$ cat src/rtl/cmf_pkg.sv
// cmf_pkg: shared types and constants of the 3x3 mask filter.
// Mask coefficients, reciprocal table, register indexes, result tag.
// No dependencies.
package cmf_pkg;

  localparam int SAMPLE_BITS = 8;
  localparam int ROW_BITS    = 12;
  localparam int POS_BITS    = 12;
  localparam int SUM_W       = 16;  // signed 3x3 sum, covers every mask
  localparam int LP_W        = 13;  // low-pass sums stay below 8192
  localparam int RECIP_W     = 18;
  localparam int RECIP_SHIFT = 17;
  localparam int PROD_W      = LP_W + RECIP_W;
  localparam int CFG_W       = 13;

  typedef enum logic [2:0] {
    REG_MASK_SELECT     = 3'd0,
    REG_IMAGE_WIDTH     = 3'd1,
    REG_IMAGE_HEIGHT    = 3'd2,
    REG_BYTES_PER_PIXEL = 3'd3,
    REG_MAX_LEVEL       = 3'd4
  } reg_index_t;

  localparam logic [2:0] MASK_FIRST_HIGHPASS = 3'd5;

  // row-major 3x3 coefficients, left column is the oldest pixel
  localparam logic signed [4:0] KERNEL [8][9] = '{
    '{ 5'sd0,  5'sd1,  5'sd0,  5'sd1,  5'sd2,  5'sd1,  5'sd0,  5'sd1,  5'sd0},
    '{ 5'sd1,  5'sd1,  5'sd1,  5'sd1,  5'sd1,  5'sd1,  5'sd1,  5'sd1,  5'sd1},
    '{ 5'sd1,  5'sd1,  5'sd1,  5'sd1,  5'sd2,  5'sd1,  5'sd1,  5'sd1,  5'sd1},
    '{ 5'sd1,  5'sd2,  5'sd1,  5'sd2,  5'sd4,  5'sd2,  5'sd1,  5'sd2,  5'sd1},
    '{ 5'sd1,  5'sd4,  5'sd1,  5'sd4, 5'sd12,  5'sd4,  5'sd1,  5'sd4,  5'sd1},
    '{ 5'sd0, -5'sd1,  5'sd0, -5'sd1,  5'sd5, -5'sd1,  5'sd0, -5'sd1,  5'sd0},
    '{-5'sd1, -5'sd1, -5'sd1, -5'sd1,  5'sd9, -5'sd1, -5'sd1, -5'sd1, -5'sd1},
    '{ 5'sd1, -5'sd2,  5'sd1, -5'sd2,  5'sd5, -5'sd2,  5'sd1, -5'sd2,  5'sd1}
  };

  // ceil(2^17 / d); exact truncated quotient for sums below 2^13
  function automatic logic [RECIP_W-1:0] recip_of(input logic [2:0] mask);
    logic [RECIP_W-1:0] r;
    case (mask)
      3'd0:    r = 18'd21846;  // /6
      3'd1:    r = 18'd14564;  // /9
      3'd2:    r = 18'd13108;  // /10
      3'd3:    r = 18'd8192;   // /16
      3'd4:    r = 18'd4096;   // /32
      default: r = 18'd0;      // high-pass, bypassed
    endcase
    return r;
  endfunction

  typedef struct packed {
    logic [ROW_BITS-1:0] row;
    logic [POS_BITS-1:0] pos;
    logic                last;
  } tag_t;

endpackage

$ cat src/rtl/cmf_scale.sv
// cmf_scale: divides the 3x3 sum by the mask divisor, clamps, holds output.
// Reciprocal multiply stage, then clamp into the output register. Uses cmf_pkg.
module cmf_scale (
  input  logic                              clk,
  input  logic                              rst,
  input  logic                              in_valid,
  output logic                              in_ready,
  input  logic signed [cmf_pkg::SUM_W-1:0]  in_sum,
  input  cmf_pkg::tag_t                     in_tag,
  input  logic [2:0]                        mask_select,
  input  logic [7:0]                        max_level,
  output logic                              m_tvalid,
  input  logic                              m_tready,
  output logic [31:0]                       m_tdata,
  output logic                              m_tlast
);

  localparam int PW = cmf_pkg::PROD_W;

  logic                             v3;
  logic [PW-1:0]                    s3_prod;
  logic signed [cmf_pkg::SUM_W-1:0] s3_sum;
  logic                             s3_hp;
  cmf_pkg::tag_t                    s3_tag;
  logic                             en_out;
  logic [PW-1:0]                    prod_c;
  logic signed [cmf_pkg::SUM_W-1:0] qv;
  logic [7:0]                       filt;

  assign en_out   = !m_tvalid || m_tready;
  assign in_ready = !v3 || en_out;

  assign prod_c = PW'(in_sum[cmf_pkg::LP_W-1:0])
                * PW'(cmf_pkg::recip_of(mask_select));

  always_ff @(posedge clk) begin
    if (rst) begin
      v3 <= 1'b0;
    end else if (in_ready) begin
      v3 <= in_valid;
    end
  end

  always_ff @(posedge clk) begin
    if (in_ready && in_valid) begin
      s3_prod <= prod_c;
      s3_sum  <= in_sum;
      s3_hp   <= mask_select >= cmf_pkg::MASK_FIRST_HIGHPASS;
      s3_tag  <= in_tag;
    end
  end

  // high-pass masks have divisor one and may go negative
  always_comb begin
    if (s3_hp) qv = s3_sum;
    else qv = $signed(cmf_pkg::SUM_W'(s3_prod[PW-1:cmf_pkg::RECIP_SHIFT]));
    if (qv < 0) filt = 8'd0;
    else if (qv > $signed({8'b0, max_level})) filt = max_level;
    else filt = qv[7:0];
  end

  always_ff @(posedge clk) begin
    if (rst) begin
      m_tvalid <= 1'b0;
    end else if (en_out) begin
      m_tvalid <= v3;
    end
  end

  always_ff @(posedge clk) begin
    if (en_out && v3) begin
      m_tdata <= {s3_tag.pos, s3_tag.row, filt};
      m_tlast <= s3_tag.last;
    end
  end

endmodule

$ cat config.mk
export PLATFORM = sky130hd
export DESIGN_NAME = cmf_scale
export DESIGN_NICKNAME = d
export VERILOG_FILES = /design/src/rtl/cmf_pkg.sv /design/src/rtl/cmf_scale.sv
export SDC_FILE = /design/constraint.sdc
export NUM_CORES = 1
export LEC_CHECK = 0
export ABC_AREA = 0
export BUFFER_PORTS_ARGS = -buffer_cell sky130_fd_sc_hd__buf_4
export CELL_PAD_IN_SITES_DETAIL_PLACEMENT = 1
export CELL_PAD_IN_SITES_GLOBAL_PLACEMENT = 2
export CORE_MARGIN = 8
export CORE_UTILIZATION = 44
export CTS_BUF_LIST = sky130_fd_sc_hd__clkbuf_16
export DETAILED_ROUTE_END_ITERATION = 6
export HOLD_SLACK_MARGIN = 0.15
export PLACE_DENSITY_LB_ADDON = 0.1
export SYNTH_ARGS = -nofsm -noshare
export SYNTH_HDL_FRONTEND = slang
export SYNTH_SLANG_ARGS = --single-unit
$ cat constraint.sdc
create_clock -name clk -period 13.3 [get_ports clk]
set_input_delay 0.665 -clock clk [delete_from_list [all_inputs] [get_ports clk]]
set_output_delay 0.665 -clock clk [all_outputs]
set_load 0.05 [all_outputs]
# ---- After elaboration in Yosys (flattened, before gate mapping)
# Index checks and enable logic that the tools add are counted.
dict set report totals {
  regBits 108
  inputBits 56
  out_inout_bits 35
  elab_cells 29
}
dict set report classes {
  mul 1
  n_lt_le_gt_ge 3
  eq_ne 4
  muxes 3
  n_reduce_logical 7
}
# op count
set ops {}
lappend ops {{$pmux W15 S5} 1}
lappend ops {{$mul A13 B18 Y31} 1}
lappend ops {{$gt A16 B9 Y1} 1}
lappend ops {{$lt A16 B1 Y1 const B} 1}
lappend ops {{$mux W16} 1}
lappend ops {{$mux W8} 1}
lappend ops {{$eq A3 B2 Y1 const B} 2}
lappend ops {{$eq A3 B1 Y1 const B} 1}
lappend ops {{$eq A3 B3 Y1 const B} 1}
lappend ops {{$ge A3 B3 Y1 const B} 1}
lappend ops {{$logic_not A3 Y1} 1}
lappend ops {{$logic_and A1 B1 Y1} 2}
lappend ops {{$logic_not A1 Y1} 2}
lappend ops {{$logic_or A1 B1 Y1} 2}

# ---- Longest topological paths before layout
dict set report logic_depth {
  depth_word 4
  ltp_mapped 24
  depth_no_buf 20
}

# ---- Worst setup path after synthesis
# No wires, ideal clock.
dict set report synth_timing {
  path_kind {input-to-reg}
  start {in mask_select[2]}
  end {reg s3_prod[20] (data pin)}
  setup_ps 262
  arrival_time_ps 5859
  required_ps 13038
  setup_slack_ps 7179
  cell_stages 21
  path_buffers 3
  cell_sequence {buf_2 nor2_1 clkbuf_1 and2_1 clkbuf_1 nand2_1 fa_1 inv_1 fa_1 fa_1 fa_1 inv_1 fa_1 inv_1 ha_1 a21oi_1 o21ai_1 o21bai_1 a2111oi_4 o21bai_1 xor2_1}
}
dict set report synth_between {
  elab_chain_cells 3
  word_cells_on_any_way 7
  cone_classes {1 x mul; 4 x eq/ne; 1 x mux; 1 x reduce/logical}
}
# element line_no
set synth_lines {}
lappend synth_lines {{from (decl)} cmf_scale.sv:10} ;# input logic [2:0] mask_select,
lappend synth_lines {{$eq A3 B3 Y1 (tied with other cells)} cmf_pkg.sv:41} ;# case (mask)
lappend synth_lines {{$pmux W15 S5 *} cmf_pkg.sv:41}
lappend synth_lines {{$mul A13 B18 Y31 *} cmf_scale.sv:34} ;# * PW'(cmf_pkg::recip_of(mask_select));
lappend synth_lines {{named net prod_c[20]} cmf_scale.sv:26} ;# logic [PW-1:0] prod_c;
lappend synth_lines {{to (signal assigned)} cmf_scale.sv:46} ;# s3_prod <= prod_c;
lappend synth_lines {{to (decl)} cmf_scale.sv:21} ;# logic [PW-1:0] s3_prod;
# Mark *: on every way through the listed nets, which the timed path passes. The rest lies on a longest branch.
# A chain may end at the register's enable or synchronous reset.

# ---- Worst setup path after layout
dict set report layout_timing {
  start {in mask_select[0]}
  end {reg s3_prod[20] (data pin)}
}
# The elaborated chain is that of the path after synthesis.

==> metrics.md <==
| Metric | Value |
|---|---|
| Commonest cells post-synth | `183 x inv_1, 120 x fa_1, 90 x ha_1` |
| Via count | `about 6000` |
| Initial antenna violation count | `0` |
| Max Freq | `~150 MHz` |
| Synth Register Bits | `90` |
| Pleak | `~4.9 nW` |
| Top FF cell, synth | `edfxtp_1` |
| CTS tree | `yes` |
| Worst path most repeated cell | `fa_1` |
| Final Hold Viols | `0` |
| Hpwl dp | `around 20000 um` |
| IO buf count | `90` |
| Pin count of the biggest net entering global routing | `56` |
| Sequential cell area | `2680 um2` |
| Post-Syn Area | `8710 um2` |
| Vias per inst | `5.13` |
| Drc violations | `0` |
| Clk_lat worst skew | `approximately 0.34 ns` |
| Worst R2R Path Depth | `7` |
| Buffers & Inverters on Critical Path | `4` |
| HP Class | `flop to flop` |
| Hold path startpoint | `s3_tag[21]` |
| Fill cell count | `roughly 2100` |
| First-pass GRT wire length | `between 30000 and 40000 um` |
| Clk slew on worst S/H paths | `roughly 0.08 ns` |
| Seq/Total Area, Yosys | `0.308` |
| GR Util All Layers | `0.201` |
| Final wirelength | `around 23000 um` |
| Area growth syn-to-layout | `14.7%` |
| Endpoint of the worst hold path | `m_tdata[16]` |
| Die width | `about 160 um` |
| Num CTS Buffers | `9` |
| Outcome | `finished, final reports clean` |
| Worst EP required | `around 13 ns` |
| DR WL/cell | `between 20 and 25 um` |
| Setup TNS | `0 ns` |
| Fin cells | `roughly 1100` |
| Flop2flop setup slack | `10.29 ns` |
| Fin crit period | `roughly 6.9 ns` |
| Period utilization | `0.516` |
| Vias in the first global route | `between 6000 and 7000` |
| CP endpoint kind | `flop` |
| Slew @ Worst Pin | `approximately 1.2 ns` |
| Slowest cell on crit path | `nor2_1` |
| Yosys top cell area share | `0.303` |
| Initial DRC count | `229` |
| Worst path max stage delay | `between 0.8 and 0.9 ns` |
| CTS resizes | `0` |
| Async set-reset flop share out of synthesis | `0` |
| Syn_area_per_cell | `roughly 11 um2` |
| Setup violations, final | `0` |
| Max-cap violations | `0` |
| # hold bufs at CTS | `0` |
| Layout Nets | `1137` |
| Worst-path fanout max | `19` |
| Arr. time, crit path | `6.96 ns` |
| Ys Warns | `0` |
| Reg2reg start | `s3_hp` |
| Core area | `around 19000 um2` |
| Post-Synthesis Cells | `~780` |
| CP Cell Sequence | `buf_4 > nor2_1 > nand2_1 > or2_2 > fa_1 > fa_1 > inv_1 > fa_1 > fa_1 > inv_1 > fa_1 > inv_1 > ha_1 > a21oi_1 > o21ai_1 > o21bai_1 > a2111oi_4 > o21bai_1 > xor2_1` |
| Startpoint types | `primary input` |
| R2R Path End | `m_tdata[0]` |
| Clk root buf | `clkbuf_16` |
| Diode count | `0` |
| PwrDens | `118 nW/um2` |
| Area taken by multi-input logic gates | `5280 um2` |
| Critical path's top delay family | `adder cells` |
| Area leader, netlist | `edfxtp_1` |
| IO Count | `between 90 and 100` |
| Most frequent cell after synthesis | `inv_1` |
| Syn_nets | `about 1000` |
| Layout cells sized above 1 | `0.161` |
| Num Clock Sinks | `90` |
| Hold Path Depth | `0` |
| Worst setup path class | `primary input to flop` |
| Die footprint | `between 20000 and 25000 um2` |
| DP Cell Count | `about 1100` |
| Max transition margin | `0.223` |
| Postcts setup bufs | `0` |
| Die Y | `157 um` |
| VDD IR max | `between 0.06 and 0.07 mV` |
| Post-synth EDFFs | `88` |
| Row Count | `51` |
| RSZ-0062 raised after global routing | `false` |
| Unique masters post-synth | `~60` |
| H-Tree Depth | `3` |
| Initial Utilization | `0.448` |
| Routed Antenna Nets | `0` |
| Setup Skew | `about 0.010 ns` |
| Final core occ | `0.513` |
| Slew Limit Fails | `0` |
| Synth top area cells | `edfxtp_1 30%, fa_1 28%, ha_1 13%` |
| GRT overflow | `0` |
| Pre-antenna DRT Iters | `4` |
| Gpl congestion | `slightly below 0.9` |
| Largest buffer count on any clock path | `2` |
[sequential cells by signal, summed over array words and instances (netlist names)]
signal,flops
m_tdata,32
s3_tag,25
s3_sum,16
s3_prod,13
m_tlast,1
m_tvalid,1
s3_hp,1
v3,1
[placed cells by master, fill, tap and decap left out, types with 7 or more instances in the layout]
master | synthesis | layout
clkbuf_16 | 0 | 9
nor3_1 | 18 | 18
inv_1 | 183 | 183
nor2b_1 | 10 | 9
buf_4 | 0 | 94
nor2_1 | 18 | 18
edfxtp_1 | 88 | 88
nand2_1 | 64 | 64
a21oi_1 | 26 | 26
fa_1 | 120 | 120
mux2_2 | 7 | 7
or2_2 | 7 | 7
ha_1 | 90 | 90
o21ai_0 | 7 | 7
and3_1 | 18 | 18
and2_1 | 36 | 35
[cell families (layout without fill, tap and decap cells)]
family,count (synthesis),count (layout),synth area share
adder cells (fa/ha/maj),210,210,0.405
buffers and inverters,200,294,0.0865
AND/OR/NAND/NOR,192,192,0.116
flip-flops,90,90,0.308
AO/OA/AOI/OAI,72,72,0.0646
XOR/XNOR,10,10,0.0101
multiplexers,8,8,0.0102
[through the flow]
stage | setup slack (ns) | total power [W] | hold WS (ns) | instance area, um2
global placement | 6.26 | 0.000917 | 0.401 | 9690
floorplan | 7.18 | 0.000760 | 0.400 | 8710
global route | 6.14 | 0.00127 | 0.426 | 9990
finish | 6.43 | 0.00118 | 0.417 | 9990
detailed placement | 6.08 | 0.000935 | 0.406 | 9690
CTS | 6.43 | 0.00119 | 0.418 | 9990
[worst max-delay path by stage]
stage                   start     endpoint  slack, ns  cells after the start
5_1_grt        mask_select[0]  s3_prod[20]       6.14                     19
2_1_floorplan  mask_select[2]  s3_prod[20]       7.18                     21
3_3_place_gp   mask_select[0]  s3_prod[20]       6.26                     19
6_report       mask_select[0]  s3_prod[20]       6.43                     19
4_1_cts        mask_select[0]  s3_prod[20]       6.43                     19
3_5_place_dp   mask_select[0]  s3_prod[20]       6.08                     19
[power breakdown]
group,switching (W),internal (W)
Sequential,0.0000109,0.000351
Combinational,0.000347,0.000214
Clock,0.000120,0.000135
[layer usage]
metal,part of all wire,track usage
met3,0.049,0.0309
met1,0.44,0.261
met2,0.50,0.349
met4,0.011,0.0398
met5,0,0
[worst register-to-register path: stages, from the launching register on]
cell and delay, ns:
edfxtp_1 0.70, mux2_2 0.46, ha_1 0.30, a211oi_1 0.26, o21ai_0 0.16, o21ai_1 0.54
a21oi_1 0.16, a311oi_1 0.27
[cell type report]
type                       instances  share of cell area
clock buffer                       9              0.0225
clock inverter                     7             0.00764
inverter                         184              0.0691
multi-input combinational        492               0.528
sequential                        90               0.269
tap                              265              0.0332
timing repair buffer              94              0.0706
(Power assumes the default switching activity.)
