### src/rtl/cmf_pkg.sv
// cmf_pkg: shared types and constants of the 3x3 mask filter.
// Mask coefficients, reciprocal table, register indexes, result tag.
// No dependencies.
package cmf_pkg;

  localparam int SAMPLE_BITS = 8;
  localparam int ROW_BITS    = 12;
  localparam int POS_BITS    = 12;
  localparam int SUM_W       = 16;  // signed 3x3 sum, covers every mask
  localparam int LP_W        = 13;  // low-pass sums stay below 8192
  localparam int RECIP_W     = 18;
  localparam int RECIP_SHIFT = 17;
  localparam int PROD_W      = LP_W + RECIP_W;
  localparam int CFG_W       = 13;

  typedef enum logic [2:0] {
    REG_MASK_SELECT     = 3'd0,
    REG_IMAGE_WIDTH     = 3'd1,
    REG_IMAGE_HEIGHT    = 3'd2,
    REG_BYTES_PER_PIXEL = 3'd3,
    REG_MAX_LEVEL       = 3'd4
  } reg_index_t;

  localparam logic [2:0] MASK_FIRST_HIGHPASS = 3'd5;

  // row-major 3x3 coefficients, left column is the oldest pixel
  localparam logic signed [4:0] KERNEL [8][9] = '{
    '{ 5'sd0,  5'sd1,  5'sd0,  5'sd1,  5'sd2,  5'sd1,  5'sd0,  5'sd1,  5'sd0},
    '{ 5'sd1,  5'sd1,  5'sd1,  5'sd1,  5'sd1,  5'sd1,  5'sd1,  5'sd1,  5'sd1},
    '{ 5'sd1,  5'sd1,  5'sd1,  5'sd1,  5'sd2,  5'sd1,  5'sd1,  5'sd1,  5'sd1},
    '{ 5'sd1,  5'sd2,  5'sd1,  5'sd2,  5'sd4,  5'sd2,  5'sd1,  5'sd2,  5'sd1},
    '{ 5'sd1,  5'sd4,  5'sd1,  5'sd4, 5'sd12,  5'sd4,  5'sd1,  5'sd4,  5'sd1},
    '{ 5'sd0, -5'sd1,  5'sd0, -5'sd1,  5'sd5, -5'sd1,  5'sd0, -5'sd1,  5'sd0},
    '{-5'sd1, -5'sd1, -5'sd1, -5'sd1,  5'sd9, -5'sd1, -5'sd1, -5'sd1, -5'sd1},
    '{ 5'sd1, -5'sd2,  5'sd1, -5'sd2,  5'sd5, -5'sd2,  5'sd1, -5'sd2,  5'sd1}
  };

  // ceil(2^17 / d); exact truncated quotient for sums below 2^13
  function automatic logic [RECIP_W-1:0] recip_of(input logic [2:0] mask);
    logic [RECIP_W-1:0] r;
    case (mask)
      3'd0:    r = 18'd21846;  // /6
      3'd1:    r = 18'd14564;  // /9
      3'd2:    r = 18'd13108;  // /10
      3'd3:    r = 18'd8192;   // /16
      3'd4:    r = 18'd4096;   // /32
      default: r = 18'd0;      // high-pass, bypassed
    endcase
    return r;
  endfunction

  typedef struct packed {
    logic [ROW_BITS-1:0] row;
    logic [POS_BITS-1:0] pos;
    logic                last;
  } tag_t;

endpackage

### src/rtl/cmf_addr.sv
// cmf_addr: raster position counters, line store address and result tag.
// Depends on cmf_pkg.
module cmf_addr #(
  parameter int MAX_WIDTH    = 1024,
  parameter int MAX_CHANNELS = 4,
  localparam int COL_W  = $clog2(MAX_WIDTH),
  localparam int CH_W   = (MAX_CHANNELS > 1) ? $clog2(MAX_CHANNELS) : 1,
  localparam int ADDR_W = $clog2(MAX_WIDTH * MAX_CHANNELS)
) (
  input  logic              clk,
  input  logic              rst,
  input  logic              accept,
  input  logic              sof,
  input  logic [10:0]       image_width,
  input  logic [12:0]       image_height,
  input  logic [2:0]        bytes_per_pixel,
  output logic [ADDR_W-1:0] idx,
  output logic [CH_W-1:0]   ch,
  output logic              emit,
  output cmf_pkg::tag_t     tag
);

  localparam int IW    = ADDR_W + 3;
  localparam int POS_W = (ADDR_W > cmf_pkg::POS_BITS) ? ADDR_W : cmf_pkg::POS_BITS;
  localparam logic [13:0] MAXW = 14'(MAX_WIDTH);
  localparam logic [2:0]  MAXC = 3'(MAX_CHANNELS);

  logic [COL_W-1:0] col;
  logic [11:0]      row;
  logic [CH_W-1:0]  chc;
  logic [COL_W-1:0] cur_col;
  logic [11:0]      cur_row;
  logic [CH_W-1:0]  cur_ch;
  logic [13:0]      w_eff;
  logic [12:0]      h_eff;
  logic [2:0]       bpp;
  logic [COL_W-1:0] w_m1;
  logic [11:0]      h_m1;
  logic [2:0]       bpp_m1;
  logic             ch_wrap, col_wrap, row_wrap;
  logic [IW-1:0]    idx_full;

  // effective geometry, clamped to the supported range
  always_comb begin
    if ({3'b0, image_width} < 14'd3) w_eff = 14'd3;
    else if ({3'b0, image_width} > MAXW) w_eff = MAXW;
    else w_eff = {3'b0, image_width};
    if (image_height < 13'd3) h_eff = 13'd3;
    else if (image_height > 13'd4096) h_eff = 13'd4096;
    else h_eff = image_height;
    if (bytes_per_pixel < 3'd1) bpp = 3'd1;
    else if (bytes_per_pixel > MAXC) bpp = MAXC;
    else bpp = bytes_per_pixel;
  end

  assign w_m1   = COL_W'(w_eff - 14'd1);
  assign h_m1   = 12'(h_eff - 13'd1);
  assign bpp_m1 = bpp - 3'd1;

  assign cur_col = sof ? '0 : col;
  assign cur_row = sof ? '0 : row;
  assign cur_ch  = sof ? '0 : chc;

  assign ch_wrap  = 3'(cur_ch) >= bpp_m1;
  assign col_wrap = cur_col >= w_m1;
  assign row_wrap = cur_row >= h_m1;

  assign idx_full = IW'(cur_col) * IW'(bpp) + IW'(cur_ch);
  assign idx      = idx_full[ADDR_W-1:0];
  assign ch       = cur_ch;

  assign emit     = (cur_row >= 12'd2) && (cur_col >= COL_W'(2));
  assign tag.row  = cur_row - 12'd1;
  assign tag.pos  = cmf_pkg::POS_BITS'(POS_W'(idx) - POS_W'(bpp));
  assign tag.last = row_wrap && col_wrap && ch_wrap;

  always_ff @(posedge clk) begin
    if (rst) begin
      col <= '0;
      row <= '0;
      chc <= '0;
    end else if (accept) begin
      if (ch_wrap) begin
        chc <= '0;
        if (col_wrap) begin
          col <= '0;
          row <= row_wrap ? 12'd0 : cur_row + 12'd1;
        end else begin
          col <= cur_col + COL_W'(1);
          row <= cur_row;
        end
      end else begin
        chc <= cur_ch + CH_W'(1);
        col <= cur_col;
        row <= cur_row;
      end
    end
  end

endmodule

### config.mk
export PLATFORM = sky130hd
export DESIGN_NAME = cmf_addr
export DESIGN_NICKNAME = d
export VERILOG_FILES = /design/src/rtl/cmf_pkg.sv /design/src/rtl/cmf_addr.sv
export SDC_FILE = /design/constraint.sdc
export NUM_CORES = 1
export LEC_CHECK = 0
export ABC_AREA = 1
export CORE_ASPECT_RATIO = 1.25
export CORE_UTILIZATION = 35
export DETAILED_ROUTE_END_ITERATION = 8
export DONT_BUFFER_PORTS = 1
export GPL_ROUTABILITY_DRIVEN = 0
export GPL_TIMING_DRIVEN = 0
export PLACE_DENSITY_LB_ADDON = 0.2
export SYNTH_ARGS = -nofsm -noshare
export SYNTH_HDL_FRONTEND = slang
export SYNTH_SLANG_ARGS = --single-unit
### constraint.sdc
create_clock -name clk -period 5.7 [get_ports clk]
set_clock_uncertainty 0.15 [all_clocks]
set_input_delay 0.57 -clock clk [delete_from_list [all_inputs] [get_ports clk]]
set_output_delay 0.57 -clock clk [all_outputs]
set_load 0.005 [all_outputs]
# ---- After elaboration in Yosys (flattened, before gate mapping)
# Cells that the tools add are included.
dict set report word_totals {
  regBits 24
  input_bits 31
  out_inout_bits 40
  wordCells 42
}
dict set report op_classes {
  add_sub_neg 9
  n_mul 1
  n_lt_le_gt_ge 11
  n_mux 15
  reduce_logical 3
}
# op n
set ops {}
lappend ops {{$mux 12} 6}
lappend ops {{$mux 10} 5}
lappend ops {{$sub 12x1->12 const B} 2}
lappend ops {{$gt 13x13->1 const B} 1}
lappend ops {{$lt 13x2->1 const B} 1}
lappend ops {{$add 12x1->12 const B} 1}
lappend ops {{$add 12x2->12} 1}
lappend ops {{$ge 12x12->1} 1}
lappend ops {{$ge 12x2->1 const B} 1}
lappend ops {{$mul 10x3->12} 1}
lappend ops {{$sub 12x3->12} 1}
lappend ops {{$gt 11x11->1 const B} 1}
lappend ops {{$lt 11x2->1 const B} 1}
lappend ops {{$add 10x1->10 const B} 1}
lappend ops {{$ge 10x10->1} 1}
lappend ops {{$ge 10x2->1 const B} 1}
lappend ops {{$sub 10x1->10 const B} 1}
lappend ops {{$mux 3} 2}
lappend ops {{$mux 2} 2}
lappend ops {{$ge 2x3->1} 1}
lappend ops {{$gt 3x3->1 const B} 1}
lappend ops {{$logic_and 1x1->1} 3}
lappend ops {{$lt 3x1->1 const B} 1}
lappend ops {{$sub 3x1->3 const B} 1}
lappend ops {{$add 2x1->2 const B} 1}

# ---- Longest topological paths before layout
# Gate-level depths: netlist of run 1.
dict set report depth {
  depth_word 8
  depth_mapped 24
}

# ---- Worst setup path before layout of run 1
# No wires, ideal clock.
dict set report synth_path {
  path_kind {input to output}
  startpoint {in bytes_per_pixel[1]}
  endpoint {out tag[12] (netlist name)}
  t_arrival_ns 3.933
  setup_slack_ns 1.047
  stages 23
  cell_sequence {inv_1 a21oi_1 nor2_1 inv_1 clkbuf_1 nor2_1 fa_1 ha_1 inv_1 fa_1 inv_1 ha_1 a21oi_1 o21ai_0 nor2_1 nand2_1 nor2_1 nand3_1 nor2_1 nand2_1 nand2_1 nand2_1 inv_1}
}
# element line
set synth_rtl {}
lappend synth_rtl {{start, declared} cmf_addr.sv:16} ;# input logic [2:0] bytes_per_pixel,
lappend synth_rtl {{end, declared} cmf_addr.sv:20} ;# output cmf_pkg::tag_t tag

==> results.py, run 1 <==
metrics = {
    "run_status": {
        "status": "completed",
    },
    "sta": {
        "timing.final.crit_share_pct": 88.9,
        "fmax_ghz": 0.197,
        "grt_setup_unrepaired": "no",
        "slew-limit-headroom_pct": 48.5,
        "timing_max_transition_violations_final": 0,
        "layout_min_cycle_time_ns": 5.07,
        "setup_tns_ns": 0,
        "worst_slew_pin_slew_ns": 0.763,
        "timing_hold_violations_final": 0,
        "setup_viol": 0,
    },
    "setup_path": {
        "critical_path_arrival_ns": 4.35,
        "reg2regPathDepth": 14,
        "setup.worst_path.class": "in -> out",
        "worst_r2r_startpoint": "chc[0]",
        "timing.critical_path.slowest_stage_cell": "sky130_fd_sc_hd__fa_1",
        "timing.critical_path.slowest_cell_delay_ns": 0.53,
        "timing.critical_path.cells": "inv_1 -> a21oi_1 -> nor2_1 -> inv_1 -> clkbuf_1 -> nor2_1 -> fa_1 -> ha_1 -> inv_1 -> fa_1 -> inv_1 -> ha_1 -> a21oi_1 -> o21ai_0 -> nor2_1 -> nand2_1 -> nor2_1 -> nand3_1 -> nor2_1 -> nand3_1 -> nand2_1 -> inv_1",
        "regToRegEndpoint": "row[4]",
        "critical_path.startpoint": "bytes_per_pixel[2]",
        "timing.critical_path.fanout_max": 11,
        "timing.reg2reg.setup_slack_ns": 2.87,
        "worstSetupEndpointType": "output pin",
        "start_kind": "input port",
        "critical_path_required_ns": 4.98,
    },
    "finish": {
        "insertedDiodeCount": 0,
        "finish.net_count": 821,
        "final_layout_size_suffix_gt1_share_pct": 4.72,
        "layoutNonFillerInstCount": 885,
        "final_design_area_no_fill_mm2": 0.00467,
        "final.fill_count": 1361,
        "areaGrowthSynthToFinish_pct": 6.72,
    },
    "floorplanning": {
        "dieWidth_um": 102,
        "io-pin-count": 71,
        "die_area_mm2": 0.0130,
        "start_util_pct": 36.0,
        "die-height_um": 127,
        "design.core.area_mm2": 0.0122,
        "placementRows": 45,
    },
    "grt": {
        "grt.total_usage_pct": 17.9,
        "largest_net_degree_at_the_start_of_global_routing": 14,
        "grt_pass1_vias": 4211,
        "globalRouteOverflowTotal": 0,
        "grt_first_pass_wirelength_um": 18900,
        "antenna_found_initial": 0,
    },
    "synthesis": {
        "synth_area_mm2": 0.00438,
        "synth.top_cells.by_count": "sky130_fd_sc_hd__nand2_1, sky130_fd_sc_hd__inv_1, sky130_fd_sc_hd__nor2_1",
        "synth.net_count": 816,
        "yosys.area.top_type": "sky130_fd_sc_hd__ha_1",
        "synthesized_area_per_cell_um2": 6.11,
        "top_area_cell_type_share_of_the_netlist_area_pct": 16.6,
        "share_of_flip_flops_with_an_asynchronous_set_or_reset_after_synthesis_pct": 0,
        "dominantRegCellSynth": "sky130_fd_sc_hd__dfxtp_1",
        "synth.most_common_cell": "sky130_fd_sc_hd__nand2_1",
        "yosysWarningCount": 0,
        "synth_top_cells_by_area": "sky130_fd_sc_hd__ha_1, sky130_fd_sc_hd__nand2_1, sky130_fd_sc_hd__dfxtp_1",
        "number_of_synthesized_flops_with_an_enable_pin": 0,
        "synth_seq_cells": 24,
        "ys_seq_area_share_pct": 11.0,
        "synth_cell_types": 40,
        "synth_cells": 717,
    },
    "placement": {
        "numPlacedInstances": 881,
        "dp_hpwl_um": 9870,
        "post_detailed_placement_cell_area_mm2": 0.00458,
        "port-buffer-count": 0,
    },
    "cts": {
        "clock_path_buffers": 2,
        "post-cts-setup-buffer-count": 0,
        "cts-buffers-inserted": 3,
        "cts_htree_levels": 1,
        "cts.sinks": 24,
        "post_cts_resize_count": 0,
        "tritoncts": "yes",
        "cts.root.buffer_cell": "sky130_fd_sc_hd__clkbuf_16",
        "clock_latency_ns": 0.26,
        "holdBufCountCts": 0,
        "clk_pin_slew_ns": 0.06,
    },
    "power": {
        "p_leak_nw": 2.42,
        "post-layout-total-power_w": 0.000541,
        "power.density_mw_per_mm2": 116,
        "worst_ir_drop_vdd_v": 0.0000678,
    },
    "detailed_routing": {
        "drt-wirelength-per-cell_um": 13.3,
        "detail_route.iter0.violations": 263,
        "route.final.wire_length_um": 11700,
        "dr_total_vias": 4497,
        "via_per_inst": 5.08,
        "drc_viols": 0,
        "routedLengthMet1_um": 5090,
        "route.met3.wl_um": 497,
        "dr.max_layer_used": "met4",
        "drtAntennaViolNets": 0,
        "met2_length_um": 5880,
        "firstDrtPassIters": 4,
    },
    "min_path": {
        "worstHoldPathType": "reg -> reg",
        "worstHoldEndpoint": "col[8]",
        "timing.hold.worst.start": "col[8]",
        "hold-path-cell-count": 2,
    },
    "run": {
        "max_cap_viol_count": 0,
    },
}
cell families after synthesis:
group                    after synthesis  share of synthesized area (%)
AND/OR/NAND/NOR                      366                           36.8
buffers and inverters                128                           11.7
AO/OA/AOI/OAI                         92                           11.6
adder cells (fa/ha/maj)               68                           21.1
XOR/XNOR                              39                           7.80
flip-flops                            24                           11.0
cell type report:
cell class	instances	area, µm²	area share [%]
Clock buffer	4	88.8	1.90
Sequential cell	24	480	10.3
Buffer	18	100	2.14
Inverter	110	413	8.84
Multi-Input combinational cell	565	3380	72.4
Tap cell	164	205	4.39
cell usage in the layout (no fill, tap or decap), types with 10 or more instances in the layout:
master,count
sky130_fd_sc_hd__inv_1,105
sky130_fd_sc_hd__xnor2_1,15
sky130_fd_sc_hd__ha_1,58
sky130_fd_sc_hd__o21ai_0,30
sky130_fd_sc_hd__a21oi_1,43
sky130_fd_sc_hd__nand3_1,53
sky130_fd_sc_hd__nor2_1,100
sky130_fd_sc_hd__fa_1,10
sky130_fd_sc_hd__nand2_1,156
sky130_fd_sc_hd__xor2_1,24
sky130_fd_sc_hd__dfxtp_1,24
sky130_fd_sc_hd__nand4_1,27
where the power goes:
part	switching (W)	internal (W)	total (W)
clock	0.0000632	0.000107	0.000171
sequential	0.00000323	0.000173	0.000176
combinational	0.000126	0.0000671	0.000194
total	0.000193	0.000348	0.000541
flip-flops by register name, summed over array words and instances, names as in the netlist:
name,count
chc,2
col,10
row,12
worst max-delay path, delay by kind of cell:
family | cells | cell delay [ns]
buf+inv | 6 | 0.76
compound gates | 3 | 0.41
fa+ha+maj | 4 | 1.65
simple gates | 9 | 0.97
stage by stage:
stage	util, %	hold WS, ns	worst slack (ns)
final	38.4	0.324	0.631
after global routing	38.4	0.345	0.182
after CTS	38.4	0.320	0.566
after detailed placement	37.7	0.311	0.576
after global placement	37.7	0.304	0.634
after floorplan	-	0.295	1.05
layer usage:
metal | vias to the layer above | track usage, %
met5 | - | 0
met4 | 0 | 5.63
met3 | 24 | 1.86
met2 | 123 | 32.5
met1 | 2013 | 21.7
li1 | 2337 | -
worst max-delay path by stage:
stage               to  slack (ns)  depth (start not counted)
6_report       tag[12]        0.63                         22
5_1_grt        tag[12]        0.18                         22
4_1_cts        tag[12]        0.57                         22
3_5_place_dp   tag[12]        0.58                         22
3_3_place_gp   tag[12]        0.63                         23
2_1_floorplan  tag[12]        1.05                         23
No activity file was read; power rests on OpenSTA's default activity.
==> inputs of run 2 (changes only) <==
--- a/config.mk
+++ b/config.mk
@@ -12,7 +12,7 @@
 export DONT_BUFFER_PORTS = 1
 export GPL_ROUTABILITY_DRIVEN = 0
 export GPL_TIMING_DRIVEN = 0
-export PLACE_DENSITY_LB_ADDON = 0.2
+export PLACE_DENSITY = 0.48
 export SYNTH_ARGS = -nofsm -noshare
 export SYNTH_HDL_FRONTEND = slang
 export SYNTH_SLANG_ARGS = --single-unit
==> constraint.sdc (replaced) <==
create_clock -name clk -period 4.48 [get_ports clk]
set_clock_uncertainty 0.15 [all_clocks]
set_input_delay 0.448 -clock clk [delete_from_list [all_inputs] [get_ports clk]]
set_output_delay 0.448 -clock clk [all_outputs]
set_load 0.005 [all_outputs]
==> results.py, run 2 (same netlist as run 1, synthesis figures left out) <==
metrics = {
    "setup_path": {
        "critical_path.startpoint": "sof",
        "setup.worst_path.class": "in -> out",
        "start_kind": "input port",
        "timing.critical_path.fanout_max": 10,
        "worst_r2r_startpoint": "chc[0]",
        "worstSetupEndpointType": "output pin",
        "reg2regPathDepth": 14,
        "regToRegEndpoint": "row[1]",
        "critical_path_required_ns": 3.88,
        "critical_path_arrival_ns": 3.68,
        "timing.reg2reg.setup_slack_ns": 1.65,
        "critPathCapture": "tag[12]",
    },
    "power": {
        "p_leak_nw": 2.46,
        "power.density_mw_per_mm2": 146,
        "worst_ir_drop_vdd_v": 0.000115,
        "post-layout-total-power_w": 0.000708,
    },
    "min_path": {
        "hold-path-cell-count": 3,
        "worstHoldPathType": "in -> reg",
    },
    "grt": {
        "antenna_found_initial": 0,
        "grt_first_pass_wirelength_um": 20300,
        "globalRouteOverflowTotal": 0,
        "grt.total_usage_pct": 19.4,
        "grt_pass1_vias": 4257,
        "largest_net_degree_at_the_start_of_global_routing": 14,
    },
    "cts": {
        "cts.sinks": 24,
        "clock_latency_ns": 0.26,
        "clk_pin_slew_ns": 0.07,
        "tritoncts": "yes",
        "clock_path_buffers": 2,
        "cts.root.buffer_cell": "sky130_fd_sc_hd__clkbuf_16",
        "cts-buffers-inserted": 3,
        "cts_htree_levels": 1,
    },
    "floorplanning": {
        "dieWidth_um": 102,
        "die-height_um": 127,
        "design.core.area_mm2": 0.0122,
        "placementRows": 45,
        "die_area_mm2": 0.0130,
        "start_util_pct": 36.0,
        "io-pin-count": 71,
    },
    "sta": {
        "holdWs_ns": 0.220,
        "slew-limit-headroom_pct": 54.1,
        "fmax_ghz": 0.234,
        "layout_min_cycle_time_ns": 4.28,
        "worst_slew_pin_slew_ns": 0.679,
        "timing_hold_violations_final": 0,
        "timing.final.crit_share_pct": 95.6,
        "setup_viol": 0,
        "timing_max_transition_violations_final": 0,
    },
    "detailed_routing": {
        "met2_length_um": 6330,
        "via_per_inst": 5.11,
        "drt-wirelength-per-cell_um": 13.9,
        "dr.max_layer_used": "met4",
        "firstDrtPassIters": 5,
        "drtAntennaViolNets": 0,
        "route.final.wire_length_um": 12300,
        "route.met3.wl_um": 406,
        "routedLengthMet1_um": 5440,
        "drc_viols": 0,
        "detail_route.iter0.violations": 165,
        "dr_total_vias": 4545,
    },
    "finish": {
        "final_design_area_no_fill_mm2": 0.00484,
        "finish.net_count": 825,
        "max_flop_register": "row",
        "areaGrowthSynthToFinish_pct": 10.7,
        "layoutNonFillerInstCount": 889,
        "largestRegisters": "row (12), col (10), chc (2)",
        "final_layout_size_suffix_gt1_share_pct": 8.83,
        "largest_reg_flops": 12,
        "layout_commonest_cell": "sky130_fd_sc_hd__nand2_1",
        "final.fill_count": 1331,
        "layout.core_utilization_pct": 39.8,
        "insertedDiodeCount": 0,
        "layout.cells.most_common_list": "sky130_fd_sc_hd__nand2_1, sky130_fd_sc_hd__inv_1, sky130_fd_sc_hd__nor2_1, sky130_fd_sc_hd__ha_1, sky130_fd_sc_hd__nand3_1",
    },
    "placement": {
        "numPlacedInstances": 881,
        "post_detailed_placement_cell_area_mm2": 0.00458,
        "dp_hpwl_um": 10300,
        "port-buffer-count": 0,
    },
    "run": {
        "max_cap_viol_count": 0,
    },
    "run_status": {
        "status": "completed",
    },
}
==> run 2: metal layers <==
layer | global-route usage [%] | vias up
li1 | - | 2352
met1 | 23.9 | 2076
met2 | 36.0 | 109
met3 | 1.64 | 8
met4 | 4.37 | 0
met5 | 0 | -
==> run 2: how the worst min path moves through the flow <==
stage,start,to,slack (ns)
after detailed placement,col[7],col[7],0.31
final,accept,col[3],0.22
after CTS,accept,col[3],0.21
after floorplan,col[7],col[7],0.30
after global routing,accept,col[3],0.25
after global placement,col[8],col[8],0.30
==> run 2: repair_timing <==
action	4_1_cts	5_1_grt
hold buffers	0	0
setup buffers	1	5
setup endpoints to repair	6	4
pin swaps	2	7
resized for setup	15	21
==> run 2: report_power, final <==
group          internal, W  switching, W
Combinational    0.0000952      0.000170
Clock             0.000137     0.0000821
Sequential        0.000220    0.00000413
==> run 2: stage by stage <==
| step | setup slack (ns) | TNS [ns] |
|---|---|---|
| 6_report | 0.198 | 0 |
| 5_1_grt | -0.0412 | -0.0440 |
| 4_1_cts | 0.00964 | 0 |
| 3_5_place_dp | -0.471 | -1.58 |
| 3_3_place_gp | -0.351 | -1.01 |
| 2_1_floorplan | 0.0712 | 0 |
==> run 2: final cells by class <==
class	instances	area [µm²]	area share, %
timing repair buffer	6	45.0	0.930
buffer	16	106	2.20
multi-input combinational	565	3500	72.2
inverter	110	418	8.63
tap	164	205	4.24
clock buffer	4	88.8	1.83
sequential	24	482	9.94
==> run 2: critical path, stage by stage <==
cell and delay (ns):
sky130_fd_sc_hd__buf_6 0.13, sky130_fd_sc_hd__buf_8 0.16, sky130_fd_sc_hd__nor2_4 0.13, sky130_fd_sc_hd__inv_4 0.08, sky130_fd_sc_hd__nor2_4 0.09, sky130_fd_sc_hd__fa_1 0.46, sky130_fd_sc_hd__ha_4 0.29, sky130_fd_sc_hd__inv_1 0.05
sky130_fd_sc_hd__fa_1 0.55, sky130_fd_sc_hd__inv_2 0.06, sky130_fd_sc_hd__ha_4 0.23, sky130_fd_sc_hd__a21oi_2 0.16, sky130_fd_sc_hd__o21ai_2 0.08, sky130_fd_sc_hd__nor2_1 0.11, sky130_fd_sc_hd__nand2_1 0.10, sky130_fd_sc_hd__nor2_2 0.10
sky130_fd_sc_hd__nand3_2 0.10, sky130_fd_sc_hd__nor2_2 0.13, sky130_fd_sc_hd__nand2_1 0.06, sky130_fd_sc_hd__nand2_1 0.05, sky130_fd_sc_hd__nand2_1 0.04, sky130_fd_sc_hd__inv_1 0.06
